[src/weighted_graph_adjacency_store_macros.svh]
// Assertion shorthands shared by the graph store modules.
// Each macro is clocked on clk and is quiet while arst_n is low.
`ifndef WEIGHTED_GRAPH_ADJACENCY_STORE_MACROS_SVH
`define WEIGHTED_GRAPH_ADJACENCY_STORE_MACROS_SVH

// The consequent must hold in the same cycle as the antecedent.
`define WGAS_ASSERT_NOW(lbl, ante, cons, msg) \
	lbl: assert property (@(posedge clk) disable iff (!arst_n) (ante) |-> (cons)) \
		else $error(msg);

// The consequent must hold in the cycle after the antecedent.
`define WGAS_ASSERT_NEXT(lbl, ante, cons, msg) \
	lbl: assert property (@(posedge clk) disable iff (!arst_n) (ante) |=> (cons)) \
		else $error(msg);

`endif

[src/wgas_pkg.sv]
`timescale 1ns / 1ps
package wgas_pkg;

	// Default sizes of the node table and of each edge list.
	localparam int NODES_DEF = 16;
	localparam int EDGES_DEF = 16;

	// Name returned for a position outside the table, and the count ceiling.
	localparam logic [7:0] DASH_NAME = 8'd45;
	localparam logic [8:0] COUNT_CAP = 9'd511;

	typedef enum logic [3:0] {
		OP_ADD_NODE   = 4'd0,
		OP_REM_NODE   = 4'd1,
		OP_ADD_EDGE   = 4'd2,
		OP_REM_EDGE   = 4'd3,
		OP_FIND_NODE  = 4'd4,
		OP_FIND_EDGE  = 4'd5,
		OP_CNT_NODES  = 4'd6,
		OP_CNT_EDGES  = 4'd7,
		OP_CNT_LOOPS  = 4'd8,
		OP_NAME_POS   = 4'd9,
		OP_POS_NAME   = 4'd10,
		OP_MATRIX     = 4'd11
	} opcode_t;

	typedef enum logic [1:0] {
		ST_DONE     = 2'd0,
		ST_NOCHANGE = 2'd1,
		ST_FULL     = 2'd2,
		ST_RANGE    = 2'd3
	} status_t;

	// Which position selects the order table entry.
	typedef enum logic [1:0] {
		PS_I,
		PS_ROW,
		PS_COL
	} psel_t;

	typedef enum logic [1:0] {
		RS_HOLD,
		RS_NODE,
		RS_PERM
	} rs_sel_t;

	typedef enum logic [1:0] {
		KEY_HOLD,
		KEY_TARGET,
		KEY_NAME,
		KEY_PNAME
	} key_sel_t;

	// Edge memory read address source.
	typedef enum logic [2:0] {
		MR_NONE,
		MR_LOC,
		MR_UP,
		MR_DN,
		MR_E
	} mrd_t;

	typedef enum logic [1:0] {
		MW_NONE,
		MW_COPY,
		MW_NEW
	} mwr_t;

	typedef enum logic [2:0] {
		K_NONE,
		K_LOAD_E,
		K_LOAD_DEG,
		K_INC,
		K_DEC
	} kop_t;

	typedef enum logic [1:0] {
		D_NONE,
		D_INC,
		D_DEC
	} dop_t;

	typedef enum logic [1:0] {
		CN_NONE,
		CN_TOTAL,
		CN_DEG,
		CN_HIT
	} cop_t;

	// Commands from the controller to the datapath.
	typedef struct packed {
		logic     capture;
		logic     scan_step;
		psel_t    psel;
		logic     i_clr;
		logic     i_inc;
		rs_sel_t  rs_sel;
		key_sel_t key_sel;
		logic     loc_init;
		logic     loc_cmp;
		mrd_t     mrd;
		mwr_t     mwr;
		kop_t     kop;
		dop_t     dop;
		cop_t     cop;
		logic     node_add;
		logic     node_del;
		logic     w_cap;
		logic     st_en;
		status_t  st;
		logic     fin;
	} cmd_t;

	// Status from the datapath back to the controller.
	typedef struct packed {
		opcode_t op;
		logic    hit;
		logic    ehit;
		logic    i_end;
		logic    j_end;
		logic    full;
		logic    row_full;
		logic    drop_end;
		logic    ins_end;
		logic    row_ok;
		logic    rc_ok;
		logic    out_free;
	} sts_t;

endpackage

[src/wgas_ctrl.sv]
`timescale 1ns / 1ps
module wgas_ctrl import wgas_pkg::*; (
	input  logic clk,
	input  logic arst_n,
	input  logic in_valid,
	output logic in_stall,
	input  sts_t sts,
	output cmd_t cmd
);

	typedef enum logic [3:0] {
		S_IDLE,
		S_NSCAN,
		S_DISPATCH,
		S_RROW,
		S_EROW,
		S_EADD,
		S_MROW,
		S_LRD,
		S_LCMP,
		S_LDONE,
		S_DRD,
		S_DWR,
		S_IRD,
		S_IWR,
		S_WCAP,
		S_FIN
	} state_t;

	state_t state_q;
	state_t state_d;
	logic   busy_q;

	assign in_stall = busy_q;

	// State register and the registered stall.
	always_ff @(posedge clk or negedge arst_n) begin
		if (!arst_n) begin
			state_q <= S_IDLE;
			busy_q  <= 1'b0;
		end else begin
			state_q <= state_d;
			busy_q  <= (state_d != S_IDLE);
		end
	end

	// Commands and next state for each step.
	always_comb begin
		cmd         = '0;
		cmd.psel    = PS_I;
		cmd.rs_sel  = RS_HOLD;
		cmd.key_sel = KEY_HOLD;
		cmd.mrd     = MR_NONE;
		cmd.mwr     = MW_NONE;
		cmd.kop     = K_NONE;
		cmd.dop     = D_NONE;
		cmd.cop     = CN_NONE;
		cmd.st      = ST_DONE;
		state_d     = state_q;
		case (state_q)
			S_IDLE: begin
				if (in_valid && !busy_q) begin
					cmd.capture = 1'b1;
					state_d = S_NSCAN;
				end
			end
			S_NSCAN: begin
				if (sts.i_end) begin
					state_d = S_DISPATCH;
				end else begin
					cmd.scan_step = 1'b1;
				end
			end
			S_DISPATCH: begin
				cmd.st_en = 1'b1;
				state_d = S_FIN;
				case (sts.op)
					OP_ADD_NODE: begin
						if (sts.hit) begin
							cmd.st = ST_NOCHANGE;
						end else if (sts.full) begin
							cmd.st = ST_FULL;
						end else begin
							cmd.node_add = 1'b1;
						end
					end
					OP_REM_NODE: begin
						if (!sts.hit) begin
							cmd.st = ST_NOCHANGE;
						end else begin
							cmd.i_clr = 1'b1;
							state_d = S_RROW;
						end
					end
					OP_ADD_EDGE, OP_REM_EDGE, OP_FIND_EDGE: begin
						cmd.st = ST_NOCHANGE;
						if (sts.hit) begin
							cmd.rs_sel   = RS_NODE;
							cmd.key_sel  = KEY_TARGET;
							cmd.loc_init = 1'b1;
							state_d = S_LRD;
						end
					end
					OP_FIND_NODE, OP_NAME_POS: begin
						cmd.st = sts.hit ? ST_DONE : ST_NOCHANGE;
					end
					OP_CNT_NODES: begin
						cmd.cop = CN_TOTAL;
					end
					OP_CNT_EDGES: begin
						cmd.i_clr = 1'b1;
						state_d = S_EROW;
					end
					OP_CNT_LOOPS: begin
						cmd.i_clr = 1'b1;
						state_d = S_RROW;
					end
					OP_POS_NAME: begin
						cmd.st = sts.row_ok ? ST_DONE : ST_RANGE;
					end
					OP_MATRIX: begin
						if (!sts.rc_ok) begin
							cmd.st = ST_RANGE;
						end else begin
							cmd.psel    = PS_COL;
							cmd.key_sel = KEY_PNAME;
							state_d = S_MROW;
						end
					end
					default: begin
						cmd.st = ST_NOCHANGE;
					end
				endcase
			end
			// Per row: drop edges into a removed node, or look for a self-loop.
			S_RROW: begin
				if (sts.i_end) begin
					cmd.node_del = (sts.op == OP_REM_NODE);
					state_d = S_FIN;
				end else begin
					cmd.psel     = PS_I;
					cmd.rs_sel   = RS_PERM;
					cmd.key_sel  = (sts.op == OP_REM_NODE) ? KEY_NAME : KEY_PNAME;
					cmd.loc_init = 1'b1;
					state_d = S_LRD;
				end
			end
			S_EROW: begin
				if (sts.i_end) begin
					state_d = S_FIN;
				end else begin
					cmd.psel   = PS_I;
					cmd.rs_sel = RS_PERM;
					state_d = S_EADD;
				end
			end
			S_EADD: begin
				cmd.cop   = CN_DEG;
				cmd.i_inc = 1'b1;
				state_d = S_EROW;
			end
			S_MROW: begin
				cmd.psel     = PS_ROW;
				cmd.rs_sel   = RS_PERM;
				cmd.loc_init = 1'b1;
				state_d = S_LRD;
			end
			// Edge list search: read one entry, then compare it.
			S_LRD: begin
				if (sts.j_end) begin
					state_d = S_LDONE;
				end else begin
					cmd.mrd = MR_LOC;
					state_d = S_LCMP;
				end
			end
			S_LCMP: begin
				cmd.loc_cmp = 1'b1;
				state_d = S_LRD;
			end
			S_LDONE: begin
				state_d = S_FIN;
				case (sts.op)
					OP_ADD_EDGE: begin
						cmd.st_en = 1'b1;
						if (sts.ehit) begin
							cmd.st = ST_NOCHANGE;
						end else if (sts.row_full) begin
							cmd.st = ST_FULL;
						end else begin
							cmd.kop = K_LOAD_DEG;
							state_d = S_IRD;
						end
					end
					OP_REM_EDGE: begin
						if (sts.ehit) begin
							cmd.kop = K_LOAD_E;
							state_d = S_DRD;
						end
					end
					OP_FIND_EDGE: begin
						cmd.st_en = 1'b1;
						cmd.st = sts.ehit ? ST_DONE : ST_NOCHANGE;
					end
					OP_REM_NODE: begin
						if (sts.ehit) begin
							cmd.kop = K_LOAD_E;
							state_d = S_DRD;
						end else begin
							cmd.i_inc = 1'b1;
							state_d = S_RROW;
						end
					end
					OP_CNT_LOOPS: begin
						cmd.cop   = CN_HIT;
						cmd.i_inc = 1'b1;
						state_d = S_RROW;
					end
					OP_MATRIX: begin
						if (sts.ehit) begin
							cmd.mrd = MR_E;
							state_d = S_WCAP;
						end else begin
							cmd.st_en = 1'b1;
							cmd.st = ST_NOCHANGE;
						end
					end
					default: ;
				endcase
			end
			// Close the gap left by a removed edge: S_DRD reads the next entry and S_DWR writes it one place down.
			S_DRD: begin
				if (sts.drop_end) begin
					cmd.dop = D_DEC;
					if (sts.op == OP_REM_NODE) begin
						cmd.i_inc = 1'b1;
						state_d = S_RROW;
					end else begin
						cmd.st_en = 1'b1;
						cmd.st = ST_DONE;
						state_d = S_FIN;
					end
				end else begin
					cmd.mrd = MR_UP;
					state_d = S_DWR;
				end
			end
			S_DWR: begin
				cmd.mwr = MW_COPY;
				cmd.kop = K_INC;
				state_d = S_DRD;
			end
			// Open a gap at the sorted place, then write the new edge.
			S_IRD: begin
				if (sts.ins_end) begin
					cmd.mwr   = MW_NEW;
					cmd.dop   = D_INC;
					cmd.st_en = 1'b1;
					cmd.st    = ST_DONE;
					state_d = S_FIN;
				end else begin
					cmd.mrd = MR_DN;
					state_d = S_IWR;
				end
			end
			S_IWR: begin
				cmd.mwr = MW_COPY;
				cmd.kop = K_DEC;
				state_d = S_IRD;
			end
			S_WCAP: begin
				cmd.w_cap = 1'b1;
				cmd.st_en = 1'b1;
				cmd.st    = ST_DONE;
				state_d = S_FIN;
			end
			S_FIN: begin
				cmd.psel = PS_ROW;
				if (sts.out_free) begin
					cmd.fin = 1'b1;
					state_d = S_IDLE;
				end
			end
			default: begin
				state_d = S_IDLE;
			end
		endcase
	end

endmodule

[config.mk]
export PLATFORM = sky130hd
export DESIGN_NAME = wgas_ctrl
export DESIGN_NICKNAME = d
export VERILOG_FILES = /design/src/weighted_graph_adjacency_store_macros.svh /design/src/wgas_pkg.sv /design/src/wgas_ctrl.sv
export SDC_FILE = /design/constraint.sdc
export NUM_CORES = 1
export LEC_CHECK = 0
export BUFFER_PORTS_ARGS = -buffer_cell sky130_fd_sc_hd__buf_2
export CAP_MARGIN = 20
export CORE_ASPECT_RATIO = 1.25
export CORE_MARGIN = 1
export CORE_UTILIZATION = 48
export DETAILED_ROUTE_END_ITERATION = 7
export PLACE_DENSITY = 0.84
export SETUP_SLACK_MARGIN = 0.2
export SLEW_MARGIN = 20
export SYNTH_ARGS = -nofsm -noshare
export SYNTH_HDL_FRONTEND = slang
export SYNTH_SLANG_ARGS = --single-unit
[constraint.sdc]
create_clock -name clk -period 2.2 [get_ports clk]
set_input_delay 0.44 -clock clk [delete_from_list [all_inputs] [get_ports clk]]
set_output_delay 0.44 -clock clk [all_outputs]
set_load 0.01 [all_outputs]
==> results.txt <==
Synth cell types -> 56
RSZ-0062 raised after global routing -> yes
Grt met2 use -> 0.5278
Maxcap violations -> 0
Die X -> 46.44 um
Crit Path Max Fanout -> 5
CP max-delay cell -> dfrtp_2
Sequential cell area fraction in the yosys report -> 0.1056
Setup TNS -> 0 ns
Post-Syn Area -> 1185 um^2
Fmax -> 479.8 MHz
Via-to-Cell Ratio -> 6.254
Crit-path cells -> nor2_4 -> and2_4 -> and3_1 -> o21bai_4 -> a21o_1 -> buf_2
R2r startpoint -> state_q[3]$_DFF_PN0_
Wire length of the first global-routing pass -> 5.934 mm
Diode count -> 0
Slew headroom -> 0.7704
CP required -> 1.76 ns
Slowest stage delay, CP -> 0.45 ns
YS warnings -> 0
Final antenna-violating net count -> 0
# setup viols final -> 0
I/O pin count -> 50
DP Cell Count -> 269
Setup ws final -> 0.1158 ns
Total Wirelength -> 4.936 mm
CTS Root Cell -> clkbuf_4
Layout Utilization -> 0.8277
Setup crit end kind -> output port
Initial antenna violation count -> 0
HP Class -> in -> async
Worst r2r dst -> in_stall$_DFF_PN0_
Final period util -> 0.9474
Mapped Cells -> 188
Final #Nets -> 279
Fin cells -> 291
M3 GR Usage -> 0.01582
Slew Limit Fails -> 0
Reg2Reg Setup Slack -> 0.19 ns
Hold WS -> 0.5585 ns
Port bufs -> 49
Main synth FF type -> dfrtp_1
Fillers -> 152
Setup crit start kind -> flip-flop
TritonRoute pass-1 iters -> 5
Row count -> 19
Kind of critical path -> reg -> out
CTS tree -> yes
Clock transition at path regs -> 0.05 ns
Cell family with most CP delay -> simple AND/OR/NAND/NOR gates
Clock Tree Buf Depth -> 2
Initial Utilization -> 0.5247
Core ar. -> 2258 um^2
Synthesized net count -> 206
Largest net degree at the start of global routing -> 21
Leak pwr -> 0.0008853 uW
M1 GR Usage -> 0.3689
Top Usage Layer GRT -> met2
P per Cell Area -> 1006 nW/um^2
Number of buffers and inverters on the critical path -> 1
Drt wl/cell -> 16.96 um
Pre-CTS setup slack -> 0.04764 ns
Die H -> 57.55 um
Placer congestion estimate -> 0.9156
DIE AREA -> 2673 um^2
Total GRT Usage -> 0.2942
Post-synth ARST share -> 1.000
Count of final hold-check violations -> 0
Clock Skews -> 0.004332 ns
Clk sinks -> 5
Vias in the first global route -> 1,312
Yosys reg bits -> 5
Worst skew pair latency -> 0.25 ns
H-tree depth -> 1
Path depth of the worst reg2reg path -> 5
Global route total overflow -> 0
1st-iter DRT viols -> 125
Vias -> 1,820
Share of layout cells above drive strength 1 -> 0.4577
Number of synthesized flops with an enable pin -> 0
Residual DRC count -> 0
Area growth, synth to finish -> 57.76%
Outcome -> completed
Crit path DAT -> 1.64 ns
Worst vdd ir -> 0.8566 mV
Syn avg cell area -> 6.303 um^2
Cts bufs inserted -> 3
Least-Margin Pin Slew -> 0.3408 ns
DP HPWL -> 3.010 mm
Fin crit period -> 2.084 ns
synthesized netlist by cell type, types with 2 or more instances:
library cell / count / area [um^2]
nand3_1: 11 / 55.05
buf_4: 2 / 15.01
nand2b_1: 9 / 56.30
a22oi_1: 4 / 30.03
a211oi_1: 3 / 22.52
o21ai_0: 12 / 60.06
nor2_1: 17 / 63.81
nand4_1: 3 / 18.77
inv_1: 5 / 18.77
o211ai_1: 2 / 15.01
nor3_1: 9 / 45.04
clkbuf_1: 8 / 30.03
nor4_1: 2 / 12.51
nor2b_1: 11 / 68.82
and2_1: 2 / 12.51
a21oi_1: 11 / 55.05
nand2_1: 23 / 86.33
a31oi_1: 2 / 12.51
o22ai_1: 2 / 12.51
dfrtp_1: 5 / 125.1
and3_1: 6 / 37.54
buf_2: 5 / 25.02
what timing repair did:
item | in CTS | in global routing
hold buffers | 1 | 0
pin swaps | 3 | 10
endpoints found under the setup margin | 11 | 16
resized for setup | 17 | 30
endpoints found under the hold margin | 5 | 0
buffers inserted | 1 | 16
per-stage QoR:
stage / area [um^2] / power [uW]
2_1_floorplan: 1192 / 978.4
3_3_place_gp: 1536 / 1345
3_5_place_dp: 1536 / 1355
4_1_cts: 1637 / 1532
5_1_grt: 1869 / 1968
6_report: 1869 / 1880
worst max-delay path by stage:
| stage | start | endpoint | slack [ns] | cells after the start |
|---|---|---|---|---|
| after global placement | sts[13] | in_stall$_DFF_PN0_ | 0.08 | 6 |
| final | state_q[3]$_DFF_PN0_ | cmd[21] | 0.12 | 6 |
| after detailed placement | sts[9] | in_stall$_DFF_PN0_ | 0.05 | 6 |
| after floorplan | sts[14] | in_stall$_DFF_PN0_ | 0.22 | 6 |
| after global routing | state_q[3]$_DFF_PN0_ | cmd[21] | 0.11 | 6 |
| after CTS | sts[14] | cmd[21] | 0.16 | 7 |
cell usage in the layout, fill, tap and decap left out, drive strengths merged, types with 2 or more instances in the layout:
cell and instances:
nor4b 2, nand4 4, nand2 23, a211oi 3, a31oi 2, nand3 11
inv 6, nor2 18, nand2b 9, a21oi 11, o211ai 3, o22ai 2
o21ai 13, buf 83, and3 6, dfrtp 5, clkbuf 5, nor3 9
nor4 2, a22oi 4, nor2b 11, and2 2
worst reg2reg max path, cell delays in order, from the launching register on:
cell	delay, ns
dfrtp_2	0.45
inv_1	0.22
o21ai_0	0.15
a211oi_1	0.33
nand4_1	0.22
or4_1	0.51
sequential cells by signal, summed over array words and instances, names as in the netlist:
signal and flops:
in_stall 1, state_q 4
cell families after synthesis:
| kind of cell | after synthesis | synth area share |
|---|---|---|
| XOR/XNOR | 1 | 0.007393 |
| buffers and inverters | 23 | 0.09080 |
| AO/OA/AOI/OAI | 51 | 0.2893 |
| multiplexers | 1 | 0.008448 |
| adder cells (fa/ha/maj) | 1 | 0.008448 |
| flip-flops | 5 | 0.1056 |
| AND/OR/NAND/NOR | 106 | 0.4900 |
per-layer routing:
| metal | vias to the layer above | share of wire | wire length [um] |
|---|---|---|---|
| met5 | - | 0 | 0 |
| li1 | 832 | - | - |
| met4 | 0 | 0.044 | 217 |
| met3 | 25 | 0.087 | 427 |
| met2 | 138 | 0.51 | 2494 |
| met1 | 825 | 0.36 | 1796 |
final cells by class:
cell class | count | area, um^2 | area share
inverters | 6 | 22.52 | 0.01205
well taps | 31 | 38.79 | 0.02075
multi-input cells | 160 | 1074 | 0.5743
flip-flops and latches | 5 | 127.6 | 0.06827
clock buffers | 4 | 26.28 | 0.01406
repair buffers | 85 | 580.6 | 0.3106
where the power goes:
part / internal [uW] / switching, uW / total, uW / leakage, uW
Combinational: 693 / 868 / 1560 / 0.000818
Sequential: 142 / 61.9 / 204 / 0.0000523
Clock: 69.1 / 46.6 / 116 / 0.0000150
Note: power is estimated with default switching activity, not from simulation.
